[src/sapo_pkg.sv]
// ----------------------------------------------------------------------------
// sapo_pkg
// Shared constants, register indexes and the cordic arctangent table.
// ----------------------------------------------------------------------------
package sapo_pkg;

  localparam int PHASE_BITS      = 24;
  localparam int SINE_TABLE_BITS = 10;
  localparam int CORDIC_STAGES   = 24;
  localparam int CORDIC_W        = 34;
  localparam logic [CORDIC_W-1:0] CORDIC_GAIN_INV = CORDIC_W'(652032874);

  // serial multiplier operand widths
  localparam int MUL_A_W = PHASE_BITS;
  localparam int MUL_B_W = 17;
  localparam int PROD_W  = MUL_A_W + MUL_B_W;

  // restoring divider dividend width
  localparam int DVD_W = (PHASE_BITS + 12 > 32) ? PHASE_BITS + 12 : 32;

  localparam int CFG_ADDR_W = 5;

  typedef enum logic [2:0] {
    REG_ADAPTIVE_MODE,
    REG_SLOW_PERIOD,
    REG_FAST_PERIOD,
    REG_FULL_SPEED,
    REG_DECAY_GAIN,
    REG_REST_SPEED,
    REG_FIXED_PERIOD,
    REG_STEP_TIME
  } reg_idx_t;

  // arctangent of 2^-i in units of 2^-32 turn
  function automatic logic [31:0] atan_turn(input logic [4:0] idx);
    logic [31:0] r;
    case (idx)
      5'd0:  r = 32'h20000000;
      5'd1:  r = 32'h12E4051E;
      5'd2:  r = 32'h09FB385B;
      5'd3:  r = 32'h051111D4;
      5'd4:  r = 32'h028B0D43;
      5'd5:  r = 32'h0145D7E1;
      5'd6:  r = 32'h00A2F61E;
      5'd7:  r = 32'h00517C55;
      5'd8:  r = 32'h0028BE53;
      5'd9:  r = 32'h00145F2F;
      5'd10: r = 32'h000A2F98;
      5'd11: r = 32'h000517CC;
      5'd12: r = 32'h00028BE6;
      5'd13: r = 32'h000145F3;
      5'd14: r = 32'h0000A2FA;
      5'd15: r = 32'h0000517D;
      5'd16: r = 32'h000028BE;
      5'd17: r = 32'h0000145F;
      5'd18: r = 32'h00000A30;
      5'd19: r = 32'h00000518;
      5'd20: r = 32'h0000028C;
      5'd21: r = 32'h00000146;
      5'd22: r = 32'h000000A3;
      5'd23: r = 32'h00000051;
      default: r = 32'h00000000;
    endcase
    return r;
  endfunction

endpackage

[src/sapo_mult.sv]
// ----------------------------------------------------------------------------
// sapo_mult
// Unsigned shift-add multiplier, one multiplier bit per cycle.
// ----------------------------------------------------------------------------
module sapo_mult (
  input  logic                             clk,
  input  logic                             rst,
  input  logic                             start,
  input  logic [sapo_pkg::MUL_A_W-1:0]     a,
  input  logic [sapo_pkg::MUL_B_W-1:0]     b,
  output logic                             done,
  output logic [sapo_pkg::PROD_W-1:0]      prod
);

  localparam int CNT_W = $clog2(sapo_pkg::MUL_B_W + 1);

  logic                          busy;
  logic [CNT_W-1:0]              cnt;
  logic [sapo_pkg::MUL_A_W-1:0]  av;
  logic [sapo_pkg::PROD_W-1:0]   p;
  logic [sapo_pkg::MUL_A_W:0]    sum;

  assign sum  = {1'b0, p[sapo_pkg::PROD_W-1:sapo_pkg::MUL_B_W]} +
                (p[0] ? {1'b0, av} : '0);
  assign prod = p;

  always_ff @(posedge clk) begin
    if (rst) begin
      busy <= 1'b0;
      done <= 1'b0;
      cnt  <= '0;
    end else begin
      done <= busy && !start && (cnt == CNT_W'(1));
      if (start) begin
        p    <= {{sapo_pkg::MUL_A_W{1'b0}}, b};
        av   <= a;
        cnt  <= CNT_W'(sapo_pkg::MUL_B_W);
        busy <= 1'b1;
      end else if (busy) begin
        p   <= {sum, p[sapo_pkg::MUL_B_W-1:1]};
        cnt <= cnt - 1'b1;
        if (cnt == CNT_W'(1)) begin
          busy <= 1'b0;
        end
      end
    end
  end

endmodule

[src/sapo_div.sv]
// ----------------------------------------------------------------------------
// sapo_div
// Restoring divider, one quotient bit per cycle, low quotient bits kept.
// ----------------------------------------------------------------------------
module sapo_div (
  input  logic                            clk,
  input  logic                            rst,
  input  logic                            start,
  input  logic [sapo_pkg::DVD_W-1:0]      dividend,
  input  logic [15:0]                     divisor,
  output logic                            done,
  output logic [sapo_pkg::PHASE_BITS-1:0] quo
);

  localparam int CNT_W = $clog2(sapo_pkg::DVD_W + 1);

  logic                         busy;
  logic [CNT_W-1:0]             cnt;
  logic [sapo_pkg::DVD_W-1:0]   dvd;
  logic [15:0]                  dvs;
  logic [15:0]                  rem;
  logic [16:0]                  trial;
  logic [16:0]                  diff;
  logic                         ge;

  assign trial = {rem, dvd[sapo_pkg::DVD_W-1]};
  assign diff  = trial - {1'b0, dvs};
  assign ge    = trial >= {1'b0, dvs};

  always_ff @(posedge clk) begin
    if (rst) begin
      busy <= 1'b0;
      done <= 1'b0;
      cnt  <= '0;
    end else begin
      done <= busy && !start && (cnt == CNT_W'(1));
      if (start) begin
        dvd  <= dividend;
        dvs  <= divisor;
        rem  <= '0;
        quo  <= '0;
        cnt  <= CNT_W'(sapo_pkg::DVD_W);
        busy <= 1'b1;
      end else if (busy) begin
        // remainder stays below the divisor, so 16 bits hold it
        rem <= ge ? diff[15:0] : trial[15:0];
        quo <= {quo[sapo_pkg::PHASE_BITS-2:0], ge};
        dvd <= {dvd[sapo_pkg::DVD_W-2:0], 1'b0};
        cnt <= cnt - 1'b1;
        if (cnt == CNT_W'(1)) begin
          busy <= 1'b0;
        end
      end
    end
  end

endmodule

[src/sapo_isqrt.sv]
// ----------------------------------------------------------------------------
// sapo_isqrt
// Integer square root of a 32-bit value, one result bit per cycle.
// ----------------------------------------------------------------------------
module sapo_isqrt (
  input  logic        clk,
  input  logic        rst,
  input  logic        start,
  input  logic [31:0] radicand,
  output logic        done,
  output logic [15:0] root
);

  logic        busy;
  logic [4:0]  cnt;
  logic [31:0] v;
  logic [31:0] res;
  logic [31:0] one;
  logic [31:0] trial;
  logic        ge;

  assign trial = res + one;
  assign ge    = v >= trial;
  assign root  = res[15:0];

  always_ff @(posedge clk) begin
    if (rst) begin
      busy <= 1'b0;
      done <= 1'b0;
      cnt  <= '0;
    end else begin
      done <= busy && !start && (cnt == 5'd1);
      if (start) begin
        v    <= radicand;
        res  <= '0;
        one  <= 32'h40000000;
        cnt  <= 5'd16;
        busy <= 1'b1;
      end else if (busy) begin
        if (ge) begin
          v   <= v - trial;
          res <= (res >> 1) + one;
        end else begin
          res <= res >> 1;
        end
        one <= one >> 2;
        cnt <= cnt - 1'b1;
        if (cnt == 5'd1) begin
          busy <= 1'b0;
        end
      end
    end
  end

endmodule

[src/sapo_cordic.sv]
// ----------------------------------------------------------------------------
// sapo_cordic
// Iterative rotation-mode cordic, one stage per cycle, Q1.15 outputs.
// ----------------------------------------------------------------------------
module sapo_cordic (
  input  logic                                 clk,
  input  logic                                 rst,
  input  logic                                 start,
  input  logic [sapo_pkg::SINE_TABLE_BITS-1:0] pos,
  output logic                                 done,
  output logic signed [15:0]                   sine,
  output logic signed [15:0]                   cosine
);

  localparam int W = sapo_pkg::CORDIC_W;

  typedef enum logic [1:0] {C_IDLE, C_RUN, C_FIN} cstate_t;

  cstate_t               state;
  logic [4:0]            iter;
  logic                  flip;
  logic signed [W-1:0]   x;
  logic signed [W-1:0]   y;
  logic signed [W-1:0]   z;
  logic signed [W-1:0]   dx;
  logic signed [W-1:0]   dy;
  logic signed [W-1:0]   at;
  logic [31:0]           ang;
  logic                  ang_flip;
  logic [31:0]           ang_f;
  logic signed [W-1:0]   xo;
  logic signed [W-1:0]   yo;

  function automatic logic signed [15:0] to_q15(input logic signed [W-1:0] v);
    logic signed [W:0]   r;
    logic signed [W-15:0] q;
    r = {v[W-1], v} + (W+1)'(16384);
    q = r[W:15];
    if (q > (W-14)'(32767)) begin
      return 16'sh7FFF;
    end else if (q < -(W-14)'(32768)) begin
      return 16'sh8000;
    end
    return q[15:0];
  endfunction

  assign ang      = {pos, {(32-sapo_pkg::SINE_TABLE_BITS){1'b0}}};
  // angle in the left half turn is folded by a half turn
  assign ang_flip = ang[31] ^ ang[30];
  assign ang_f    = {ang[31] ^ ang_flip, ang[30:0]};
  assign dx       = y >>> iter;
  assign dy       = x >>> iter;
  assign at       = W'(sapo_pkg::atan_turn(iter));
  assign xo       = flip ? -x : x;
  assign yo       = flip ? -y : y;

  always_ff @(posedge clk) begin
    if (rst) begin
      state <= C_IDLE;
      done  <= 1'b0;
      iter  <= '0;
    end else begin
      done <= (state == C_FIN);
      unique case (state)
        C_IDLE: begin
          if (start) begin
            x     <= sapo_pkg::CORDIC_GAIN_INV;
            y     <= '0;
            z     <= W'(signed'(ang_f));
            flip  <= ang_flip;
            iter  <= '0;
            state <= C_RUN;
          end
        end
        C_RUN: begin
          if (!z[W-1]) begin
            x <= x - dx;
            y <= y + dy;
            z <= z - at;
          end else begin
            x <= x + dx;
            y <= y - dy;
            z <= z + at;
          end
          iter <= iter + 1'b1;
          if (iter == 5'(sapo_pkg::CORDIC_STAGES - 1)) begin
            state <= C_FIN;
          end
        end
        C_FIN: begin
          sine   <= to_q15(yo);
          cosine <= to_q15(xo);
          state  <= C_IDLE;
        end
        default: state <= C_IDLE;
      endcase
    end
  end

endmodule

[src/speed_adaptive_phase_oscillator_unit.sv]
// ----------------------------------------------------------------------------
// speed_adaptive_phase_oscillator_unit
// Phase oscillator whose period follows the commanded planar speed.
// ----------------------------------------------------------------------------
// One velocity transfer in, one sine/cosine transfer out. The block takes one
// item at a time; in_stall stays high from acceptance until the result is
// loaded into the output register, and a finished result may wait there while
// the next item is accepted. All arithmetic runs bit-serially through one
// shared shift-add multiplier, one restoring divider, an integer square root
// and a 24-stage cordic. When moving below the speed threshold, the speed
// ratio needs its own division.
module speed_adaptive_phase_oscillator_unit (
  input  logic                            clk,
  input  logic                            rst,
  input  logic                            psel,
  input  logic                            penable,
  input  logic                            pwrite,
  input  logic [sapo_pkg::CFG_ADDR_W-1:0] paddr,
  input  logic [31:0]                     pwdata,
  output logic [31:0]                     prdata,
  output logic                            pready,
  input  logic                            in_valid,
  output logic                            in_stall,
  input  logic signed [15:0]              vel_x,
  input  logic signed [15:0]              vel_y,
  output logic                            out_valid,
  input  logic                            out_stall,
  output logic signed [15:0]              sine_out,
  output logic signed [15:0]              cosine_out
);

  localparam int PB = sapo_pkg::PHASE_BITS;

  typedef enum logic [3:0] {
    S_IDLE, S_SQX, S_SQY, S_SQRT, S_ALPHA, S_MW, S_MR, S_INC, S_DECAY, S_SINE, S_OUT
  } state_t;

  // configuration
  logic        adaptive_mode;
  logic [15:0] slow_period;
  logic [15:0] fast_period;
  logic [15:0] full_speed;
  logic [15:0] decay_gain;
  logic [15:0] rest_speed;
  logic [15:0] fixed_period;
  logic [15:0] step_time;

  sapo_pkg::reg_idx_t cfg_idx;
  logic               cfg_wr;

  assign pready  = 1'b1;
  assign cfg_idx = sapo_pkg::reg_idx_t'(paddr[4:2]);
  assign cfg_wr  = psel && penable && pwrite;

  always_ff @(posedge clk) begin
    if (rst) begin
      adaptive_mode <= 1'b1;
      slow_period   <= 16'd4096;
      fast_period   <= 16'd2867;
      full_speed    <= 16'd3277;
      decay_gain    <= 16'd62259;
      rest_speed    <= 16'd410;
      fixed_period  <= 16'd4096;
      step_time     <= 16'd1311;
    end else if (cfg_wr) begin
      unique case (cfg_idx)
        sapo_pkg::REG_ADAPTIVE_MODE: adaptive_mode <= pwdata[0];
        sapo_pkg::REG_SLOW_PERIOD:   slow_period   <= pwdata[15:0];
        sapo_pkg::REG_FAST_PERIOD:   fast_period   <= pwdata[15:0];
        sapo_pkg::REG_FULL_SPEED:    full_speed    <= pwdata[15:0];
        sapo_pkg::REG_DECAY_GAIN:    decay_gain    <= pwdata[15:0];
        sapo_pkg::REG_REST_SPEED:    rest_speed    <= pwdata[15:0];
        sapo_pkg::REG_FIXED_PERIOD:  fixed_period  <= pwdata[15:0];
        sapo_pkg::REG_STEP_TIME:     step_time     <= pwdata[15:0];
        default: ;
      endcase
    end
  end

  always_comb begin
    unique case (cfg_idx)
      sapo_pkg::REG_ADAPTIVE_MODE: prdata = {31'd0, adaptive_mode};
      sapo_pkg::REG_SLOW_PERIOD:   prdata = {16'd0, slow_period};
      sapo_pkg::REG_FAST_PERIOD:   prdata = {16'd0, fast_period};
      sapo_pkg::REG_FULL_SPEED:    prdata = {16'd0, full_speed};
      sapo_pkg::REG_DECAY_GAIN:    prdata = {16'd0, decay_gain};
      sapo_pkg::REG_REST_SPEED:    prdata = {16'd0, rest_speed};
      sapo_pkg::REG_FIXED_PERIOD:  prdata = {16'd0, fixed_period};
      sapo_pkg::REG_STEP_TIME:     prdata = {16'd0, step_time};
      default:                     prdata = '0;
    endcase
  end

  // arithmetic units
  logic                          mul_start, mul_done;
  logic [sapo_pkg::MUL_A_W-1:0]  mul_a;
  logic [sapo_pkg::MUL_B_W-1:0]  mul_b;
  logic [sapo_pkg::PROD_W-1:0]   mul_prod;
  logic                          div_start, div_done;
  logic [sapo_pkg::DVD_W-1:0]    div_dvd;
  logic [15:0]                   div_dvs;
  logic [PB-1:0]                 div_quo;
  logic                          sq_start, sq_done;
  logic [15:0]                   sq_root;
  logic                          cor_start, cor_done;
  logic signed [15:0]            cor_sine, cor_cosine;

  sapo_mult u_mult (
    .clk(clk), .rst(rst), .start(mul_start), .a(mul_a), .b(mul_b),
    .done(mul_done), .prod(mul_prod)
  );

  sapo_div u_div (
    .clk(clk), .rst(rst), .start(div_start), .dividend(div_dvd), .divisor(div_dvs),
    .done(div_done), .quo(div_quo)
  );

  // datapath registers
  state_t        state;
  logic [15:0]   ay;
  logic [31:0]   sqsum;
  logic [16:0]   alpha;
  logic [32:0]   psum;
  logic [PB-1:0] phase_acc;
  logic [32:0]   per_sum;
  logic [15:0]   period;
  logic [sapo_pkg::DVD_W-1:0] inc_dvd;
  logic [15:0]   abs_x;
  logic [15:0]   abs_y;
  logic          mul_go, div_go, sq_go, cor_go;
  logic          out_load;

  sapo_isqrt u_isqrt (
    .clk(clk), .rst(rst), .start(sq_start), .radicand(sqsum),
    .done(sq_done), .root(sq_root)
  );

  sapo_cordic u_cordic (
    .clk(clk), .rst(rst), .start(cor_start),
    .pos(phase_acc[PB-1 -: sapo_pkg::SINE_TABLE_BITS]),
    .done(cor_done), .sine(cor_sine), .cosine(cor_cosine)
  );

  assign in_stall = (state != S_IDLE);
  assign per_sum  = psum + mul_prod[32:0];
  assign period   = per_sum[31:16];
  assign inc_dvd  = sapo_pkg::DVD_W'({step_time, {(PB-4){1'b0}}});
  // magnitudes as unsigned, so -32768 becomes 32768
  assign abs_x    = vel_x[15] ? 16'(-vel_x) : 16'(vel_x);
  assign abs_y    = vel_y[15] ? 16'(-vel_y) : 16'(vel_y);
  assign out_load = (state == S_OUT) && (!out_valid || !out_stall);

  // unit start requests, registered below
  always_comb begin
    mul_go = 1'b0;
    div_go = 1'b0;
    sq_go  = 1'b0;
    cor_go = 1'b0;
    unique case (state)
      S_IDLE: begin
        mul_go = in_valid && adaptive_mode;
        div_go = in_valid && !adaptive_mode;
      end
      S_SQX:   mul_go = mul_done;
      S_SQY:   sq_go  = mul_done;
      S_SQRT: begin
        mul_go = sq_done && ((sq_root < rest_speed) || (sq_root >= full_speed));
        div_go = sq_done && (sq_root >= rest_speed) && (sq_root < full_speed);
      end
      S_ALPHA: mul_go = div_done;
      S_MW:    mul_go = mul_done;
      S_MR:    div_go = mul_done;
      S_INC:   cor_go = div_done;
      S_DECAY: cor_go = mul_done;
      default: ;
    endcase
  end

  always_ff @(posedge clk) begin
    if (rst) begin
      state     <= S_IDLE;
      out_valid <= 1'b0;
      phase_acc <= '0;
      mul_start <= 1'b0;
      div_start <= 1'b0;
      sq_start  <= 1'b0;
      cor_start <= 1'b0;
    end else begin
      mul_start <= mul_go;
      div_start <= div_go;
      sq_start  <= sq_go;
      cor_start <= cor_go;
      if (out_load) begin
        out_valid <= 1'b1;
      end else if (out_valid && !out_stall) begin
        out_valid <= 1'b0;
      end
      unique case (state)
        S_IDLE: begin
          if (in_valid) begin
            ay <= abs_y;
            if (adaptive_mode) begin
              mul_a <= PB'(abs_x);
              mul_b <= {1'b0, abs_x};
              state <= S_SQX;
            end else begin
              div_dvd <= inc_dvd;
              div_dvs <= (fixed_period == 16'd0) ? 16'd1 : fixed_period;
              state   <= S_INC;
            end
          end
        end
        S_SQX: begin
          if (mul_done) begin
            sqsum <= mul_prod[31:0];
            mul_a <= PB'(ay);
            mul_b <= {1'b0, ay};
            state <= S_SQY;
          end
        end
        S_SQY: begin
          if (mul_done) begin
            sqsum <= sqsum + mul_prod[31:0];
            state <= S_SQRT;
          end
        end
        S_SQRT: begin
          if (sq_done) begin
            priority if (sq_root < rest_speed) begin
              mul_a <= phase_acc;
              mul_b <= {1'b0, decay_gain};
              state <= S_DECAY;
            end else if (sq_root >= full_speed) begin
              alpha <= 17'h10000;
              mul_a <= PB'(slow_period);
              mul_b <= '0;
              state <= S_MW;
            end else begin
              div_dvd <= sapo_pkg::DVD_W'({sq_root, 16'd0});
              div_dvs <= full_speed;
              state   <= S_ALPHA;
            end
          end
        end
        S_ALPHA: begin
          if (div_done) begin
            alpha <= {1'b0, div_quo[15:0]};
            mul_a <= PB'(slow_period);
            mul_b <= 17'h10000 - {1'b0, div_quo[15:0]};
            state <= S_MW;
          end
        end
        S_MW: begin
          if (mul_done) begin
            psum  <= mul_prod[32:0];
            mul_a <= PB'(fast_period);
            mul_b <= alpha;
            state <= S_MR;
          end
        end
        S_MR: begin
          if (mul_done) begin
            div_dvd <= inc_dvd;
            div_dvs <= (period == 16'd0) ? 16'd1 : period;
            state   <= S_INC;
          end
        end
        S_INC: begin
          if (div_done) begin
            phase_acc <= phase_acc + div_quo;
            state     <= S_SINE;
          end
        end
        S_DECAY: begin
          if (mul_done) begin
            phase_acc <= mul_prod[PB+15:16];
            state     <= S_SINE;
          end
        end
        S_SINE: begin
          if (cor_done) begin
            state <= S_OUT;
          end
        end
        S_OUT: begin
          if (out_load) begin
            sine_out   <= cor_sine;
            cosine_out <= cor_cosine;
            state      <= S_IDLE;
          end
        end
        default: state <= S_IDLE;
      endcase
    end
  end

endmodule

[config.mk]
export PLATFORM = sky130hd
export DESIGN_NAME = speed_adaptive_phase_oscillator_unit
export DESIGN_NICKNAME = d
export VERILOG_FILES = /design/src/sapo_pkg.sv /design/src/sapo_mult.sv /design/src/sapo_div.sv /design/src/sapo_isqrt.sv /design/src/sapo_cordic.sv /design/src/speed_adaptive_phase_oscillator_unit.sv
export SDC_FILE = /design/constraint.sdc
export NUM_CORES = 2
export LEC_CHECK = 0
export BUFFER_PORTS_ARGS = -buffer_cell sky130_fd_sc_hd__buf_2
export CORE_ASPECT_RATIO = 0.7
export CORE_MARGIN = 8
export CORE_UTILIZATION = 55
export DETAILED_ROUTE_END_ITERATION = 10
export PLACE_DENSITY_LB_ADDON = 0.2
export SLEW_MARGIN = 20
export SYNTH_ARGS = -nofsm -noshare
export SYNTH_HDL_FRONTEND = slang
export SYNTH_SLANG_ARGS = --single-unit
[constraint.sdc]
create_clock -name clk -period 17.5 [get_ports clk]
set_input_delay 0.875 -clock clk [delete_from_list [all_inputs] [get_ports clk]]
set_output_delay 0.875 -clock clk [all_outputs]
set_load 0.01 [all_outputs]
* Word-level counts from Yosys, hierarchy flattened
Memory sizes are Yosys's and may differ from the RTL's. A register that Yosys moved wholly into a read port is not among the register bits.
Index checks and enable logic that the tools add are counted.
** Storage, ports and cells
- Bits of input ports :: 76
- Flip-flop bits (word level) :: 770
- Memory bits (read-only) :: 960
- Memories :: 1
- Output and inout bits :: 67
- Logic and storage cells :: 343
** Operators by class
- Bitwise operators :: 4
- Shifts and indexed selects :: 2
- $lt $le $gt $ge :: 10
- Reductions and logical operators :: 73
- Equality and inequality tests :: 42
- Mux-type cells :: 129
- $add $sub $neg :: 25
** Memory list
- (no name shown) :: depth 32, width 30, rd ports 1, clocked after memory_dff 1, wr ports 0, RTL line sapo_pkg.sv:37 : case (idx)
** Operators with widths (number)
- 24-bit two-way mux :: 12
- 36-bit two-way mux :: 8
- 16-bit two-way mux :: 17
- 34-bit two-way mux :: 8
- 32-bit one-hot mux with 8 select lines :: 1
- 32-bit two-way mux :: 7
- 17-bit two-way mux :: 13
- 34-bit one-hot mux with 2 select lines :: 3
- 24-bit one-hot mux with 5 select lines :: 1
- 36-bit one-hot mux with 3 select lines :: 1
- 17-bit one-hot mux with 5 select lines :: 1
- 34-bit by 16-bit adder with 35-bit output, second input constant :: 2
- 34-bit adder :: 2
- 34-bit negation :: 2
- 34-bit by 5-bit >>> shifter with 34-bit output :: 2
- 34-bit subtractor :: 2
- 32-bit adder :: 2
- 32-bit one-hot mux with 2 select lines :: 1
- 4-bit two-way mux :: 12
- 16-bit one-hot mux with 3 select lines :: 1
- 24-bit one-hot mux with 2 select lines :: 1
- 4-bit one-hot mux with 11 select lines :: 1
- 41-bit two-way mux :: 1
- 20-bit by 16-bit greater-than comparator with 1-bit output, second input constant :: 2
- other kinds (67) :: 182

* Depth between registers and ports, before layout
- Depth in word-level cells :: 9
- Depth in mapped cells :: 30
- Gate-level depth less buffers :: 26

* Modules after synthesis
From an unflattened synthesis, not the netlist that was laid out.
** Second synthesis, totals
- Cell total of the unflattened synthesis :: 6193
- Area total of the unflattened synthesis :: 57826.7 µm²
** Modules (own cells, without submodules)
- sapo_cordic :: cells each 2445, instances 1, area each 20921.3 µm²
- speed_adaptive_phase_oscillator_unit :: cells each 2140, instances 1, area each 20268.2 µm²
- sapo_isqrt :: cells each 863, instances 1, area each 7694.9 µm²
- sapo_div :: cells each 386, instances 1, area each 4878.4 µm²
- sapo_mult :: cells each 359, instances 1, area each 4063.9 µm²

* Worst setup path before layout
No wires, ideal clock.
- Path kind :: reg-to-reg
- Start point :: reg u_isqrt.res[1]
- End point :: reg div_dvd[16] (netlist name), enable pin
- Cell stages (with the launch flop) :: 12
- Arrival :: 7.836 ns
- Path buffers :: 0
- Slack :: 9.040 ns
- Path through :: edfxtp_1 > ha_1 > nor2b_1 > o21a_1 > o21a_1 > o21a_1 > o21a_1 > o21a_1 > o211ai_1 > a32o_1 > nand4b_1 > a2111oi_0
** On the way
- Cells in the longest elaborated chain, start to end :: 3
- Elaborated cells on any way between the ends :: 5
- Classes of those cells :: order compare (2); eq/ne (2); reduce/logical (1)
** RTL lines
- start: declaration :: RTL line sapo_isqrt.sv:17 : logic [31:0] res;
- start signal: assignment :: RTL line sapo_isqrt.sv:42 : res <= (res >> 1) + one;
- start signal: assignment :: RTL line sapo_isqrt.sv:44 : res <= res >> 1;
- 16-bit greater-or-equal comparator / 16-bit less-than comparator (equally long branches) :: RTL line speed_adaptive_phase_oscillator_unit.sv:233, speed_adaptive_phase_oscillator_unit.sv:229
- 2-bit inequality test (no source line)
- 8-bit AND reduction (no source line) (*)
- end signal: assignment :: RTL line speed_adaptive_phase_oscillator_unit.sv:207 : div_dvd <= inc_dvd;
- end signal: assignment :: RTL line speed_adaptive_phase_oscillator_unit.sv:239 : div_dvd <= sapo_pkg::DVD_W'({sq_root, 16'd0});
- end signal: assignment :: RTL line speed_adaptive_phase_oscillator_unit.sv:263 : div_dvd <= inc_dvd;
- end: declaration :: RTL line speed_adaptive_phase_oscillator_unit.sv:100 : logic [sapo_pkg::DVD_W-1:0] div_dvd;
Mark *: on every way between the ends. The rest lies on a longest branch, timed or not.
A chain may end at the register's enable or synchronous reset.

* Worst setup path after layout
- Start point :: reg u_cordic.iter[1]
- End point :: reg u_cordic.y[32] (data pin)
** On the way
- Cells in the longest elaborated chain, start to end :: 4
- Elaborated cells on any way between the ends :: 5
- Classes of those cells :: add/sub (2); shift (1); mux (2)
** RTL lines
- start: declaration :: RTL line sapo_cordic.sv:20 : logic [4:0] iter;
- start signal: assignment :: RTL line sapo_cordic.sv:85 : iter <= iter + 1'b1;
- 34-bit by 5-bit >>> shifter with 34-bit output (*) :: RTL line sapo_cordic.sv:52 : assign dy = x >>> iter;
- 34-bit adder / 34-bit subtractor (equally long branches) :: RTL line sapo_cordic.sv:78, sapo_cordic.sv:82
- 34-bit two-way mux (*) :: RTL line sapo_cordic.sv:76 : if (!z[W-1]) begin
- 34-bit one-hot mux with 2 select lines (*) :: RTL line sapo_cordic.sv:64 : unique case (state)
- end signal: assignment :: RTL line sapo_cordic.sv:78 : y <= y + dy;
- end signal: assignment :: RTL line sapo_cordic.sv:82 : y <= y - dy;
- end: declaration :: RTL line sapo_cordic.sv:23 : logic signed [W-1:0] y;
Marks and branches as above.

==> flow_summary_export.csv <==
group,metric,value,unit
timing,hold_viol_final,0,
logic_synthesis,yosysWarningCount,0,
clocking,path_clk_slew,70,ps
grt,grt_usage,27.6,%
place,place_congestion,1.04,
logic_synthesis,synth_area,54400,sq um
place,dpl.hpwl,115000,um
logic_synthesis,ys_async_sr_fraction,0,%
run_status,outcome,"finished clean",
die,fp.dieW,392,um
logic_synthesis,syn_avg_cell_area,9.28,sq um
timing,fin_tns_setup,0,ps
timing,drv_slew,0,
critical_path,cp_max_fo,45,
worst_hold_path,worstHoldPathType,"in -> reg",
clocking,cts_tree,"built",
logic_synthesis,syn_inst,5865,
timing,setup_viol,0,
logic_synthesis,synthMuxAreaShare,7.27,%
pwr,peakVddDrop,0.0746,mV
logic_synthesis,synth_ff_type,"edfxtp_1",
clocking,insertion_delay,690,ps
logic_synthesis,synthSimpleGateAreaFrac,17.3,%
logic_synthesis,synth_edf_count,562,
critical_path,critPathKind,"reg -> reg",
logic_synthesis,ys_seq_elements,768,
die,start_util,55.6,%
run,cap_violations,0,
routing,vias_per_cell,6.34,
die,io_pins,143,
grt,grt_max_degree,159,
logic_synthesis,synth_area_leader_cell,"edfxtp_1",
logic_synthesis,yosys.area.top_type_share,31.0,%
routing,wire_per_inst,21.7,um
timing,max_freq,123,MHz
die,core,98000,sq um
logic_synthesis,synthAdderAreaFrac,8.19,%
pwr,pwr_density_cell,85.0,nW/um^2
final_layout,drive_above_1_share,9.27,%
timing,fin_crit,8140,ps
routing,drc_errors,0,
routing,drt_wl_total,156000,um
pwr,p_total,4.99,mW
clocking,cts_buffers,80,
grt,grt_pass1_wl,242000,um
routing,dr_total_vias,45600,
clocking,htree_levels,3,
logic_synthesis,ys_types,98,
final_layout,nNetsFinal,6240,
grt,grt_pass1_vias,41200,
timing,tightest_slew,1330,ps
grt,antenna_found_initial,4,
clocking,clockRootBuffer,"clkbuf_16",
logic_synthesis,synth_top_family_by_area,"compound AO/OA/AOI/OAI gates",
pwr,p_leak,22.6,nW
final_layout,area.growth.synth_to_final,7.72,%
critical_path,critPathRequiredTime,17910,ps
logic_synthesis,synth_seq_area_share,38.6,%
critical_path,cp-end-kind,"flip-flop",
logic_synthesis,synth_compound_area_share,17.8,%
clocking,cts_sinks,768,
routing,drtPass1Iterations,7,
die,dieArea,109000,sq um
critical_path,cp_data_arrival_time,8540,ps
timing,clock_skew,27.7,ps
die,rows,96,
logic_synthesis,ys_top_cells_by_count,"757 x nand2_1, 562 x edfxtp_1, 502 x nor2_1, 409 x a21oi_1, 357 x o21ai_0",
clocking,postCtsSetupRepairBufs,0,
timing,rsz0062_at_grt,"no",
grt,grt_overflow_total,0,
routing,antenna_left,0,
timing,period_share,46.5,%
die,die_y,279,um
place,port_buffers,107,
clocking,cts_resized,0,
logic_synthesis,synth-xor-area-share,7.05,%
clocking,clockBufferDepth,3,
final_layout,fill_cells,8402,
clocking,cts_hold_buf,0,
timing,max-slew-margin-rel,10.7,%
critical_path,crit_path_start_kind,"flip-flop",
logic_synthesis,yosys.cell_count.top_type,"nand2_1",
routing,drtIter0Drc,5375,
logic_synthesis,yosys-top-cells-area,"edfxtp_1 31%, ha_1 7.9%, dfxtp_1 7.6%",
## sequential cells by signal, indices dropped and copies added, names as in the netlist, 17 cells and up
name and flops:
u_cordic.x 34, mul_a 24, u_div.dvd 20, u_cordic.z 34
psum 32, phase_acc 24, u_mult.av 24, alpha 17
sqsum 32, u_isqrt.res 32, u_isqrt.v 32, div_dvd 20
u_div.quo 24, mul_b 17, u_cordic.at 30, u_cordic.y 34
u_mult.prod 41
## layer usage
metal	global-route usage [%]	share of wire (%)
met5	0	0.0077
met4	5.41	1.8
met3	7.75	12
met2	36.2	38
met1	44.3	48
## stage by stage
stage | std cells | util [%] | hold slack [ps] | worst slack (ps) | area, sq um
2_1_floorplan | 5880 | - | 400 | 9040 | 54500
3_3_place_gp | 7054 | 57.1 | 401 | 9820 | 56000
3_5_place_dp | 7054 | 57.1 | 405 | 9670 | 56000
4_1_cts | 7201 | 59.8 | 345 | 9640 | 58600
5_1_grt | 7202 | 59.8 | 379 | 8890 | 58700
6_report | 7202 | 59.8 | 402 | 9360 | 58700
## worst paths after layout
| kind | start | depth (start not counted) | endpoint | slack, ps |
|---|---|---|---|---|
| max | u_cordic.iter[1]$_SDFFE_PP0P_ | 23 | u_cordic.y[32]$_SDFFCE_PN0P_ | 9360 |
| min | vel_y[0] | 1 | ay[0]$_DFFE_PP_ | 400 |
| min reg2reg | u_cordic.cosine[2]$_DFFE_PP_ | 0 | cosine_out[2]$_DFFE_PP_ | 410 |
| max reg2reg | u_cordic.iter[1]$_SDFFE_PP0P_ | 23 | u_cordic.y[32]$_SDFFCE_PN0P_ | 9360 |
## final cells by class
type | instances | area, sq um | area share (%)
diodes | 1 | 2.50 | 0.00427
clock buffers | 101 | 2180 | 3.72
clock inverters | 46 | 483 | 0.823
inverters | 193 | 724 | 1.24
multi-input cells | 4598 | 31500 | 53.8
flip-flops and latches | 768 | 21000 | 35.8
well taps | 1323 | 1660 | 2.82
repair buffers | 172 | 1040 | 1.78
## logic make-up after synthesis
family / count (synthesis)
simple gates: 2016
compound gates: 1507
flops: 768
buf+inv: 514
xor+xnor: 438
fa+ha+maj: 352
mux: 268
other cells: 2
## critical path, stage by stage (launching register included)
cell and delay [ps]:
dfxtp_4 640, buf_4 560, buf_4 620, mux2i_1 430, mux2i_1 130, a32o_1 210
nor3_1 640, ha_1 280, inv_1 50, nor3b_1 430, nor2_1 130, xnor2_1 250
ha_1 310, o21a_1 120, o31a_1 130, o41ai_1 700, o211ai_1 270, a211o_1 370
o311ai_0 560, a31oi_1 210, a211o_1 350, a21oi_1 190, xor2_1 160, nor2_1 50
## power by group
| part | switching, mW | internal (mW) | leakage, nW |
|---|---|---|---|
| Combinational | 0.622 | 0.357 | 14.5 |
| Clock | 0.785 | 0.971 | 1.30 |
| Sequential | 0.116 | 2.14 | 6.78 |
## placed cells by master, fill, tap and decap left out, types with 50 or more instances in the layout
cell type	instances
clkbuf_16	82
nand2_1	756
nand3_1	103
buf_4	64
a211oi_1	76
inv_1	185
nor3_1	97
mux2_2	74
buf_2	106
ha_1	343
nor2_1	495
and2_1	67
mux4_2	84
and3_1	68
nor2b_1	111
dfxtp_1	198
mux2i_1	101
o21ai_0	357
nand2b_1	68
o21a_1	50
a21oi_1	409
edfxtp_1	562
xor2_1	216
a31oi_1	65
a21o_1	122
xnor2_1	222
Note: power is estimated with default switching activity, not from simulation.
